`config.mk`:
```
export PLATFORM = sky130hd
export DESIGN_NAME = sas_ctrl
export DESIGN_NICKNAME = d
export VERILOG_FILES = /design/src/hw/rtl/sas_pkg.sv /design/src/hw/rtl/sas_ctrl.sv
export SDC_FILE = /design/constraint.sdc
export NUM_CORES = 1
export LEC_CHECK = 0
export BUFFER_PORTS_ARGS = -buffer_cell sky130_fd_sc_hd__buf_2
export CORE_AREA = 4 4 41 43
export CTS_CLUSTER_SIZE = 25
export DETAILED_ROUTE_END_ITERATION = 8
export DIE_AREA = 0 0 45 47
export GPL_ROUTABILITY_DRIVEN = 1
export PLACE_DENSITY_LB_ADDON = 0.12
export REMOVE_ABC_BUFFERS = 1
export SYNTH_ARGS = -nofsm -noshare
export SYNTH_HDL_FRONTEND = slang
export SYNTH_SLANG_ARGS = --single-unit
```
`constraint.sdc`:
```
create_clock -name clk_i -period 3.8 [get_ports clk_i]
set_input_delay 0.57 -clock clk_i [delete_from_list [all_inputs] [get_ports clk_i]]
set_output_delay 0.57 -clock clk_i [all_outputs]
set_load 0.02 [all_outputs]
```
`src/hw/rtl/sas_pkg.sv`:
```
// shared types and constants of the strategy automaton stepper
`default_nettype none

package sas_pkg;

  // fixed field widths
  localparam int CMD_W      = 2;
  localparam int STATE_W    = 8;
  localparam int SLOT_W     = 3;
  localparam int CNT_W      = 4;
  localparam int SENS_W     = 16;
  localparam int SYS_W      = 16;
  localparam int REG_W      = 8;
  localparam int NPROP_W    = 5;
  localparam int NSTATES_W  = 9;
  localparam int CFG_IDX_W  = 2;
  localparam int CFG_DATA_W = 9;

  // limits that the field widths settle
  localparam int MAX_SENSORS   = 16;
  localparam int MAX_SYS_PROPS = 16;
  localparam int REGION_BITS   = 8;

  typedef enum logic [CMD_W-1:0] {
    CMD_LOAD_ENTRY = 2'd0,
    CMD_LOAD_SUCC  = 2'd1,
    CMD_STEP       = 2'd2,
    CMD_COMMIT     = 2'd3
  } cmd_e;

  localparam logic [CFG_IDX_W-1:0] CFG_NUM_SENSORS   = 2'd0;
  localparam logic [CFG_IDX_W-1:0] CFG_NUM_SYS_PROPS = 2'd1;
  localparam logic [CFG_IDX_W-1:0] CFG_NUM_STATES    = 2'd2;

  // one word of the state table
  typedef struct packed {
    logic [SENS_W-1:0] sensor;
    logic [SYS_W-1:0]  sys;
    logic [REG_W-1:0]  region;
    logic [CNT_W-1:0]  count;
  } entry_t;

  // controller to datapath
  typedef struct packed {
    logic ld_entry;
    logic ld_succ;
    logic commit;
    logic step_start;
    logic ent_rd;
    logic ent_rd_cur;
    logic succ_rd;
    logic k_inc;
    logic n_load;
    logic latch_s;
    logic hit;
    logic out_load;
  } dp_cmd_t;

  // datapath to controller
  typedef struct packed {
    logic n_zero;
    logic last;
    logic s_ok;
    logic match;
  } dp_sts_t;

endpackage

`default_nettype wire

```
`src/hw/rtl/sas_ctrl.sv`:
```
// sequencing state machine of the strategy automaton stepper
`default_nettype none

module sas_ctrl
  import sas_pkg::*;
(
  input  wire logic    clk_i,
  input  wire logic    rst_ni,
  input  wire logic    in_valid_i,
  input  wire cmd_e    in_cmd_i,
  output      logic    in_stall_o,
  input  wire logic    out_stall_i,
  output      logic    out_valid_o,
  input  wire dp_sts_t sts_i,
  output      dp_cmd_t cmd_o
);

  localparam logic [2:0] ST_IDLE = 3'd0;
  localparam logic [2:0] ST_CNT  = 3'd1;
  localparam logic [2:0] ST_SUCC = 3'd2;
  localparam logic [2:0] ST_ENT  = 3'd3;
  localparam logic [2:0] ST_DONE = 3'd4;

  logic [2:0] state_q, state_d;
  logic       out_valid_q, out_valid_d;

  always_comb begin
    cmd_o   = '0;
    state_d = state_q;
    unique case (state_q)
      ST_IDLE: begin
        if (in_valid_i) begin
          unique case (in_cmd_i)
            CMD_LOAD_ENTRY: begin
              cmd_o.ld_entry = 1'b1;
              state_d        = ST_DONE;
            end
            CMD_LOAD_SUCC: begin
              cmd_o.ld_succ = 1'b1;
              state_d       = ST_DONE;
            end
            CMD_STEP: begin
              cmd_o.step_start = 1'b1;
              cmd_o.ent_rd     = 1'b1;
              cmd_o.ent_rd_cur = 1'b1;
              state_d          = ST_CNT;
            end
            CMD_COMMIT: begin
              cmd_o.commit = 1'b1;
              state_d      = ST_DONE;
            end
          endcase
        end
      end
      ST_CNT: begin
        cmd_o.n_load = 1'b1;
        if (sts_i.n_zero) begin
          state_d = ST_DONE;
        end else begin
          cmd_o.succ_rd = 1'b1;
          state_d       = ST_SUCC;
        end
      end
      ST_SUCC: begin
        cmd_o.latch_s = 1'b1;
        if (sts_i.s_ok) begin
          cmd_o.ent_rd = 1'b1;
          state_d      = ST_ENT;
        end else if (sts_i.last) begin
          state_d = ST_DONE;
        end else begin
          cmd_o.k_inc   = 1'b1;
          cmd_o.succ_rd = 1'b1;
        end
      end
      ST_ENT: begin
        if (sts_i.match) begin
          cmd_o.hit = 1'b1;
          state_d   = ST_DONE;
        end else if (sts_i.last) begin
          state_d = ST_DONE;
        end else begin
          cmd_o.k_inc   = 1'b1;
          cmd_o.succ_rd = 1'b1;
          state_d       = ST_SUCC;
        end
      end
      ST_DONE: begin
        if (!out_valid_q || !out_stall_i) begin
          cmd_o.out_load = 1'b1;
          state_d        = ST_IDLE;
        end
      end
      default: begin
        state_d = ST_IDLE;
      end
    endcase
  end

  assign out_valid_d = cmd_o.out_load | (out_valid_q & out_stall_i);

  always_ff @(posedge clk_i or negedge rst_ni) begin
    if (!rst_ni) begin
      state_q     <= ST_IDLE;
      out_valid_q <= 1'b0;
    end else begin
      state_q     <= state_d;
      out_valid_q <= out_valid_d;
    end
  end

  assign in_stall_o  = (state_q != ST_IDLE);
  assign out_valid_o = out_valid_q;

  // a finished result never overwrites one still waiting
  a_no_overwrite: assert property (@(posedge clk_i) disable iff (!rst_ni)
    cmd_o.out_load |-> (!out_valid_q || !out_stall_i))
    else $error("result overwritten while held");

  a_step_reads_count: assert property (@(posedge clk_i) disable iff (!rst_ni)
    (state_q == ST_IDLE && in_valid_i && in_cmd_i == CMD_STEP) |=> state_q == ST_CNT)
    else $error("step beat did not start the count read");

  a_hit_finishes: assert property (@(posedge clk_i) disable iff (!rst_ni)
    cmd_o.hit |=> (state_q == ST_DONE))
    else $error("match did not end the search");

endmodule

`default_nettype wire

```
==> run_summary.xml, run 1 <==
<?xml version="1.0" encoding="UTF-8"?>
<metrics>
  <group name="outcome">
    <metric name="result_of_the_run" unit="">finished, final reports clean</metric>
  </group>
  <group name="yosys">
    <metric name="fraction_of_the_mapped_netlist_area_in_adder_cells" unit="">0</metric>
    <metric name="synth_compound_area_frac" unit="">0.121</metric>
    <metric name="synth_warnings" unit="">0</metric>
    <metric name="avgSynthCellArea" unit="um2">7.31</metric>
    <metric name="largest_family_of_logic_cells_by_synthesized_area" unit="">simple AND/OR/NAND/NOR gates</metric>
    <metric name="synth-seq-area-share" unit="">0.311</metric>
    <metric name="post_synth_xor_xnor_area" unit="">0</metric>
    <metric name="yosysUniqueCellTypes" unit="">21</metric>
    <metric name="postSynthRegisterBits" unit="">4</metric>
    <metric name="synthSimpleGateAreaFrac" unit="">0.482</metric>
    <metric name="synth.area.mux_share" unit="">0</metric>
    <metric name="mapped_cells" unit="">44</metric>
    <metric name="post_synth_instance_area" unit="um2">322</metric>
  </group>
  <group name="die">
    <metric name="io_pins" unit="">24</metric>
    <metric name="effective_utilization_at_floorplan" unit="">0.247</metric>
    <metric name="die_y" unit="um">47</metric>
    <metric name="rows" unit="">13</metric>
    <metric name="floorplan.die_area" unit="mm2">0.00212</metric>
    <metric name="die-width" unit="um">45</metric>
    <metric name="fp.coreArea" unit="mm2">0.00130</metric>
  </group>
  <group name="sta">
    <metric name="clock-skew-final" unit="ns">0.00184</metric>
    <metric name="setup-tns-final" unit="ns">0</metric>
    <metric name="slew_headroom" unit="">0.804</metric>
    <metric name="final.period_utilization" unit="">0.579</metric>
    <metric name="transition_at_the_pin_with_the_smallest_max_transition_slack" unit="ns">0.292</metric>
    <metric name="min_period" unit="ns">2.20</metric>
    <metric name="final_max_slew_viol_count" unit="">0</metric>
    <metric name="fmaxAchievable" unit="GHz">0.454</metric>
    <metric name="rsz_0062_raised_after_global_routing" unit="">no</metric>
    <metric name="setup_viol" unit="">0</metric>
    <metric name="report.final.hold_viol_count" unit="">0</metric>
  </group>
  <group name="cts">
    <metric name="clock_tree_from_tritoncts" unit="">built</metric>
    <metric name="clk_root_buffer_cell" unit="">clkbuf_4</metric>
    <metric name="cts.htree.levels" unit="">1</metric>
    <metric name="cts-buffers-inserted" unit="">3</metric>
    <metric name="clock_insertion_delay_worst_skew" unit="ns">0.23</metric>
    <metric name="hold_buffers" unit="">0</metric>
    <metric name="post-cts-setup-buffer-count" unit="">0</metric>
    <metric name="number_of_cells_upsized_or_downsized_after_cts" unit="">0</metric>
    <metric name="sink_count" unit="">4</metric>
    <metric name="cts_max_path_buffers" unit="">2</metric>
    <metric name="cts.reportedPaths.clkPinSlew" unit="ns">0.04</metric>
  </group>
  <group name="setup_path">
    <metric name="startpoint" unit="">state_q[0]$_DFFE_PN0P_</metric>
    <metric name="regToRegEndpoint" unit="">state_q[1]$_DFFE_PN0P_</metric>
    <metric name="timing.reg2reg.setup_slack" unit="ns">2.41</metric>
    <metric name="crit_arrival" unit="ns">1.63</metric>
    <metric name="critPathMaxFanout" unit="">11</metric>
    <metric name="setup.worst_path.end_class" unit="">primary output</metric>
    <metric name="launch_instance_of_the_worst_register_to_register_path" unit="">state_q[0]$_DFFE_PN0P_</metric>
    <metric name="crit_type" unit="">register to primary output</metric>
    <metric name="ff2ff_path_depth" unit="">4</metric>
    <metric name="setup.worst_path.start_class" unit="">register</metric>
    <metric name="worst-endpoint-required" unit="ns">3.23</metric>
    <metric name="endpoint_of_the_most_critical_setup_path" unit="">cmd_o[5]</metric>
  </group>
  <group name="cells_and_area">
    <metric name="sequential_cell_area" unit="um2">100</metric>
    <metric name="final_net_count" unit="">80</metric>
    <metric name="multi_input_area" unit="um2">194</metric>
    <metric name="layout.filler_cells" unit="">158</metric>
    <metric name="layout.cells.most_common" unit="">buf_2</metric>
    <metric name="fraction_of_final_layout_cells_with_drive_strength_greater_than_1" unit="">0.456</metric>
    <metric name="final_util" unit="">0.358</metric>
    <metric name="syn2layout_area_growth" unit="%">44.7</metric>
    <metric name="insertedDiodeCount" unit="">0</metric>
    <metric name="top_library_cells_by_usage_in_the_layout_fill_and_taps_aside" unit="">buf_2 (23), nor2_1 (6), nand2_1 (5), nor3_1 (5)</metric>
  </group>
  <group name="routing">
    <metric name="route.detailed.wl_per_inst" unit="um">9.86</metric>
    <metric name="detailedRoute.firstPassIterationCount" unit="">2</metric>
    <metric name="route.final.wire_length" unit="um">818</metric>
    <metric name="routed_via_density" unit="">4.40</metric>
    <metric name="antenna_viol_nets_final" unit="">0</metric>
    <metric name="dr.first_iter.drc_count" unit="">1</metric>
    <metric name="drt_drc_violations_left" unit="">0</metric>
    <metric name="via_count" unit="">365</metric>
  </group>
  <group name="pwr">
    <metric name="vdd_ir_drop_max" unit="mV">0.172</metric>
    <metric name="post-layout-total-power" unit="uW">269</metric>
    <metric name="powerDensity" unit="mW/mm2">578</metric>
    <metric name="power.leakage" unit="nW">0.282</metric>
  </group>
  <group name="grt">
    <metric name="grt.overflow.total" unit="">0</metric>
    <metric name="grt_first_pass_wirelength" unit="um">1240</metric>
    <metric name="grt_antenna_before_repair" unit="">0</metric>
    <metric name="vias_in_the_first_global_route" unit="">337</metric>
    <metric name="grt_start_max_net_pins" unit="">12</metric>
    <metric name="globalRouteTotalUtil" unit="">0.0823</metric>
  </group>
  <group name="placed_design">
    <metric name="dp_hpwl" unit="um">695</metric>
    <metric name="place.port_buffers" unit="">23</metric>
    <metric name="gp_routability_congestion" unit="">0.673</metric>
  </group>
  <group name="min_path">
    <metric name="worst_hold_class" unit="">input pin to async pin</metric>
  </group>
  <group name="flow_run">
    <metric name="max_cap_violations" unit="">0</metric>
  </group>
</metrics>
metal layers:
layer	vias to the layer above	routed length [um]	track usage
li1	196	-	-
met1	155	344	0.0847
met2	14	372	0.138
met3	0	102	0.0345
met4	0	0	0.0526
met5	-	0	0
cell usage after synthesis:
cell type / count / area, um2
o22ai_1: 1 / 6.26
inv_1: 4 / 15.0
nand3b_1: 1 / 7.51
nor2_1: 6 / 22.5
a31oi_1: 1 / 6.26
or3_2: 1 / 7.51
nand2b_1: 4 / 25.0
or3_1: 1 / 6.26
nor3_1: 5 / 25.0
a21oi_1: 2 / 10.0
nand2_1: 5 / 18.8
o21bai_1: 1 / 7.51
buf_4: 1 / 7.51
nor2b_1: 1 / 6.26
buf_2: 1 / 5.00
dfrtp_1: 4 / 100
nor3b_1: 1 / 7.51
o21ai_2: 1 / 8.76
or4b_4: 1 / 13.8
nand2b_2: 1 / 8.76
nand2_2: 1 / 6.26
cell type report:
| type | instances | share of cell area |
|---|---|---|
| Clock buffer | 3 | 0.0484 |
| Inverter | 4 | 0.0323 |
| Multi-Input combinational cell | 34 | 0.417 |
| Sequential cell | 4 | 0.215 |
| Tap cell | 15 | 0.0403 |
| Timing Repair Buffer | 23 | 0.247 |
how the worst min path moves through the flow:
stage / endpoint / slack (ns) / cells after the start / from
floorplan: out_valid_o$_DFF_PN0_ / 0.27 / 0 / rst_ni
global placement: out_valid_o$_DFF_PN0_ / 0.38 / 1 / rst_ni
detailed placement: out_valid_o$_DFF_PN0_ / 0.38 / 1 / rst_ni
CTS: out_valid_o$_DFF_PN0_ / 0.13 / 1 / rst_ni
global route: state_q[1]$_DFFE_PN0P_ / 0.13 / 1 / rst_ni
finish: out_valid_o$_DFF_PN0_ / 0.13 / 1 / rst_ni
critical path: stages, from the launching register on:
cell     delay (ns)
dfrtp_1        0.50
nor2b_1        0.11
or4b_4         0.54
o21ai_2        0.07
buf_2          0.18
registers in the layout, indices dropped and copies added, names as in the netlist:
signal,cells
out_valid_o,1
state_q,3
power by group:
part	switching (mW)	leakage [nW]	internal, mW
registers	0.0171	0.0526	0.0569
clock network	0.0160	0.0138	0.0352
logic	0.0880	0.216	0.0559
through the flow:
stage               setup slack (ns)  hold slack, ns  instances  area (um2)
global placement                1.63           0.377         80         443
global route                    1.42           0.127         83         465
floorplan                       1.27           0.274         42         309
finish                          1.60           0.134         83         465
detailed placement              1.62           0.377         80         443
CTS                             1.58           0.126         83         465
kinds of logic (layout without fill, tap and decap cells):
kind of cell | count (synthesis) | in the layout
buffers and inverters | 6 | 30
flip-flops | 4 | 4
AO/OA/AOI/OAI | 6 | 6
AND/OR/NAND/NOR | 28 | 28
Note: power is estimated with default switching activity, not from simulation.
==> inputs of run 2 (changes only) <==
==> constraint.sdc (replaced) <==
create_clock -name clk_i -period 1.9 [get_ports clk_i]
set_input_delay 0.285 -clock clk_i [delete_from_list [all_inputs] [get_ports clk_i]]
set_output_delay 0.285 -clock clk_i [all_outputs]
set_load 0.02 [all_outputs]
==> run 2 against run 1 <==
- hold slack better by 0.18 ns
- die area did not move
- sequential share of layout area shrank 1.2 points
- cell area increased by 7.0%
- routed wire length increased by 7.9%
- count of clock-buffer cells in the layout unchanged
- critical path type unchanged
- largest power group unchanged
- highest routed layer unchanged
==> run_summary.xml, run 2 (synthesized netlist as in run 1, its figures left out) <==
<?xml version="1.0" encoding="UTF-8"?>
<metrics>
  <group name="sta">
    <metric name="final_max_slew_viol_count" unit="">0</metric>
    <metric name="rsz_0062_raised_after_global_routing" unit="">yes</metric>
    <metric name="clock-skew-final" unit="ns">0.00118</metric>
    <metric name="min_period" unit="ns">1.88</metric>
    <metric name="report.final.hold_viol_count" unit="">0</metric>
    <metric name="final.period_utilization" unit="">0.988</metric>
    <metric name="setup-tns-final" unit="ns">0</metric>
    <metric name="setup_viol" unit="">0</metric>
    <metric name="slew_headroom" unit="">0.860</metric>
    <metric name="transition_at_the_pin_with_the_smallest_max_transition_slack" unit="ns">0.209</metric>
    <metric name="fmaxAchievable" unit="GHz">0.533</metric>
  </group>
  <group name="cells_and_area">
    <metric name="largest-register" unit="">state_q</metric>
    <metric name="multi_input_area" unit="um2">199</metric>
    <metric name="finalInstanceArea" unit="um2">498</metric>
    <metric name="top_library_cells_by_usage_in_the_layout_fill_and_taps_aside" unit="">buf_2 (21), nor2_1 (6), nand2_1 (5)</metric>
    <metric name="largest_register_ffs" unit="">3</metric>
    <metric name="sequential_cell_area" unit="um2">101</metric>
    <metric name="layout.cells.most_common" unit="">buf_2</metric>
    <metric name="fraction_of_final_layout_cells_with_drive_strength_greater_than_1" unit="">0.486</metric>
    <metric name="syn2layout_area_growth" unit="%">54.9</metric>
    <metric name="stdcell_count" unit="">85</metric>
    <metric name="insertedDiodeCount" unit="">0</metric>
    <metric name="layout.filler_cells" unit="">146</metric>
    <metric name="final_net_count" unit="">82</metric>
  </group>
  <group name="setup_path">
    <metric name="worst-endpoint-required" unit="ns">1.62</metric>
    <metric name="critPathMaxFanout" unit="">5</metric>
    <metric name="setup.worst_path.start_class" unit="">register</metric>
    <metric name="setup.worst_path.end_class" unit="">primary output</metric>
    <metric name="crit_arrival" unit="ns">1.59</metric>
    <metric name="crit_type" unit="">register to primary output</metric>
  </group>
  <group name="placed_design">
    <metric name="dp_hpwl" unit="um">718</metric>
    <metric name="postPlaceCellArea" unit="um2">443</metric>
    <metric name="place.port_buffers" unit="">23</metric>
    <metric name="gp_routability_congestion" unit="">0.622</metric>
    <metric name="dp_cells" unit="">80</metric>
  </group>
  <group name="pwr">
    <metric name="power.sequential.fraction" unit="">0.266</metric>
    <metric name="combPwrFrac" unit="">0.558</metric>
    <metric name="post-layout-total-power" unit="uW">563</metric>
    <metric name="internal-power" unit="uW">313</metric>
    <metric name="powerDensity" unit="mW/mm2">1130</metric>
    <metric name="power.clock.fraction" unit="">0.176</metric>
    <metric name="power.leakage" unit="nW">0.291</metric>
    <metric name="sw_frac_of_total" unit="">0.445</metric>
    <metric name="vdd_ir_drop_max" unit="mV">0.429</metric>
    <metric name="power.net_switching" unit="uW">250</metric>
  </group>
  <group name="routing">
    <metric name="detailedRoute.firstPassIterationCount" unit="">4</metric>
    <metric name="drt_drc_violations_left" unit="">0</metric>
    <metric name="route.final.wire_length" unit="um">883</metric>
    <metric name="dr.first_iter.drc_count" unit="">4</metric>
    <metric name="antenna_viol_nets_final" unit="">0</metric>
    <metric name="route.detailed.wl_per_inst" unit="um">10.4</metric>
    <metric name="routed_via_density" unit="">4.42</metric>
    <metric name="via_count" unit="">376</metric>
  </group>
  <group name="die">
    <metric name="io_pins" unit="">24</metric>
    <metric name="die-width" unit="um">45</metric>
    <metric name="effective_utilization_at_floorplan" unit="">0.247</metric>
    <metric name="die_y" unit="um">47</metric>
    <metric name="fp.coreArea" unit="mm2">0.00130</metric>
    <metric name="rows" unit="">13</metric>
    <metric name="floorplan.die_area" unit="mm2">0.00212</metric>
  </group>
  <group name="cts">
    <metric name="cts-buffers-inserted" unit="">3</metric>
    <metric name="sink_count" unit="">4</metric>
    <metric name="cts_max_path_buffers" unit="">2</metric>
    <metric name="clock_insertion_delay_worst_skew" unit="ns">0.23</metric>
    <metric name="clk_root_buffer_cell" unit="">clkbuf_4</metric>
    <metric name="clock_tree_from_tritoncts" unit="">built</metric>
    <metric name="cts.htree.levels" unit="">1</metric>
    <metric name="cts.reportedPaths.clkPinSlew" unit="ns">0.03</metric>
  </group>
  <group name="grt">
    <metric name="grt.overflow.total" unit="">0</metric>
    <metric name="globalRouteTotalUtil" unit="">0.0856</metric>
    <metric name="grt_first_pass_wirelength" unit="um">1340</metric>
    <metric name="grt_start_max_net_pins" unit="">12</metric>
    <metric name="vias_in_the_first_global_route" unit="">350</metric>
    <metric name="grt_antenna_before_repair" unit="">0</metric>
  </group>
  <group name="flow_run">
    <metric name="max_cap_violations" unit="">0</metric>
  </group>
  <group name="outcome">
    <metric name="result_of_the_run" unit="">finished, final reports clean</metric>
  </group>
  <group name="min_path">
    <metric name="worst_hold_class" unit="">input pin to register</metric>
  </group>
</metrics>
[run 2: changes by cell type in the layout (fill, tap and decap cells not counted), sizes merged]
| cell | change |
|---|---|
| buf | +1 |
| dlygate4sd3 | +1 |
[run 2: per-stage QoR]
stage          hold slack [ns]  utilization  setup WS (ns)
2_1_floorplan          -0.0106            -         -0.342
6_report                 0.311        0.383         0.0236
3_3_place_gp            0.0922        0.340          0.239
5_1_grt                  0.339        0.383        -0.0321
4_1_cts                  0.304        0.372        0.00678
3_5_place_dp            0.0912        0.340          0.209
[run 2: final cells by class]
cell class | instances | share of cell area
multi-input combinational | 34 | 0.399
timing repair buffer | 25 | 0.284
clock buffer | 3 | 0.0452
sequential | 4 | 0.204
inverter | 4 | 0.0302
tap | 15 | 0.0377
[run 2: layer usage]
metal  vias up  track usage  share of wire
li1        200            -              -
met1       162        0.101           0.44
met2        14        0.144           0.46
met3         0       0.0268           0.10
met4         0       0.0351              0
met5         -            0              0
[run 2: path summary, 6_finish.rpt]
path,from,endpoint,slack (ns),depth (start not counted)
min in group asynchronous,rst_ni,out_valid_o$_DFF_PN0_,0.39,2
setup reg to reg,state_q[2]$_DFFE_PN0P_,state_q[1]$_DFFE_PN0P_,0.49,4
hold reg to reg,out_valid_o$_DFF_PN0_,out_valid_o$_DFF_PN0_,0.53,2
setup / recovery,state_q[2]$_DFFE_PN0P_,cmd_o[5],0.02,4
hold / removal,out_stall_i,out_valid_o$_DFF_PN0_,0.31,3
max in group asynchronous,rst_ni,state_q[0]$_DFFE_PN0P_,1.38,2
[run 2: worst max-delay path, cell delays in order, from the launching register on]
cell and delay (ns):
dfrtp_1 0.40, nand2b_2 0.22, or4b_4 0.50, o21ai_2 0.10, buf_6 0.14
[run 2: timing repair]
item                                    CTS  global route
setup buffers                             0             1
endpoints found under the setup margin    2             3
hold buffers                              1             0
resized for setup                         3             2
pin swaps                                 0             0
endpoints found under the hold margin     4             0
[run 2: power groups by stage]
| stage | clock network, mW | registers (mW) | logic (mW) |
|---|---|---|---|
| 2_1_floorplan | 0 | 0.155 | 0.190 |
| 3_5_place_dp | 0 | 0.149 | 0.295 |
| 3_3_place_gp | 0 | 0.150 | 0.296 |
| 6_report | 0.0992 | 0.150 | 0.314 |
| 5_1_grt | 0.111 | 0.157 | 0.346 |
| 4_1_cts | 0.105 | 0.149 | 0.302 |
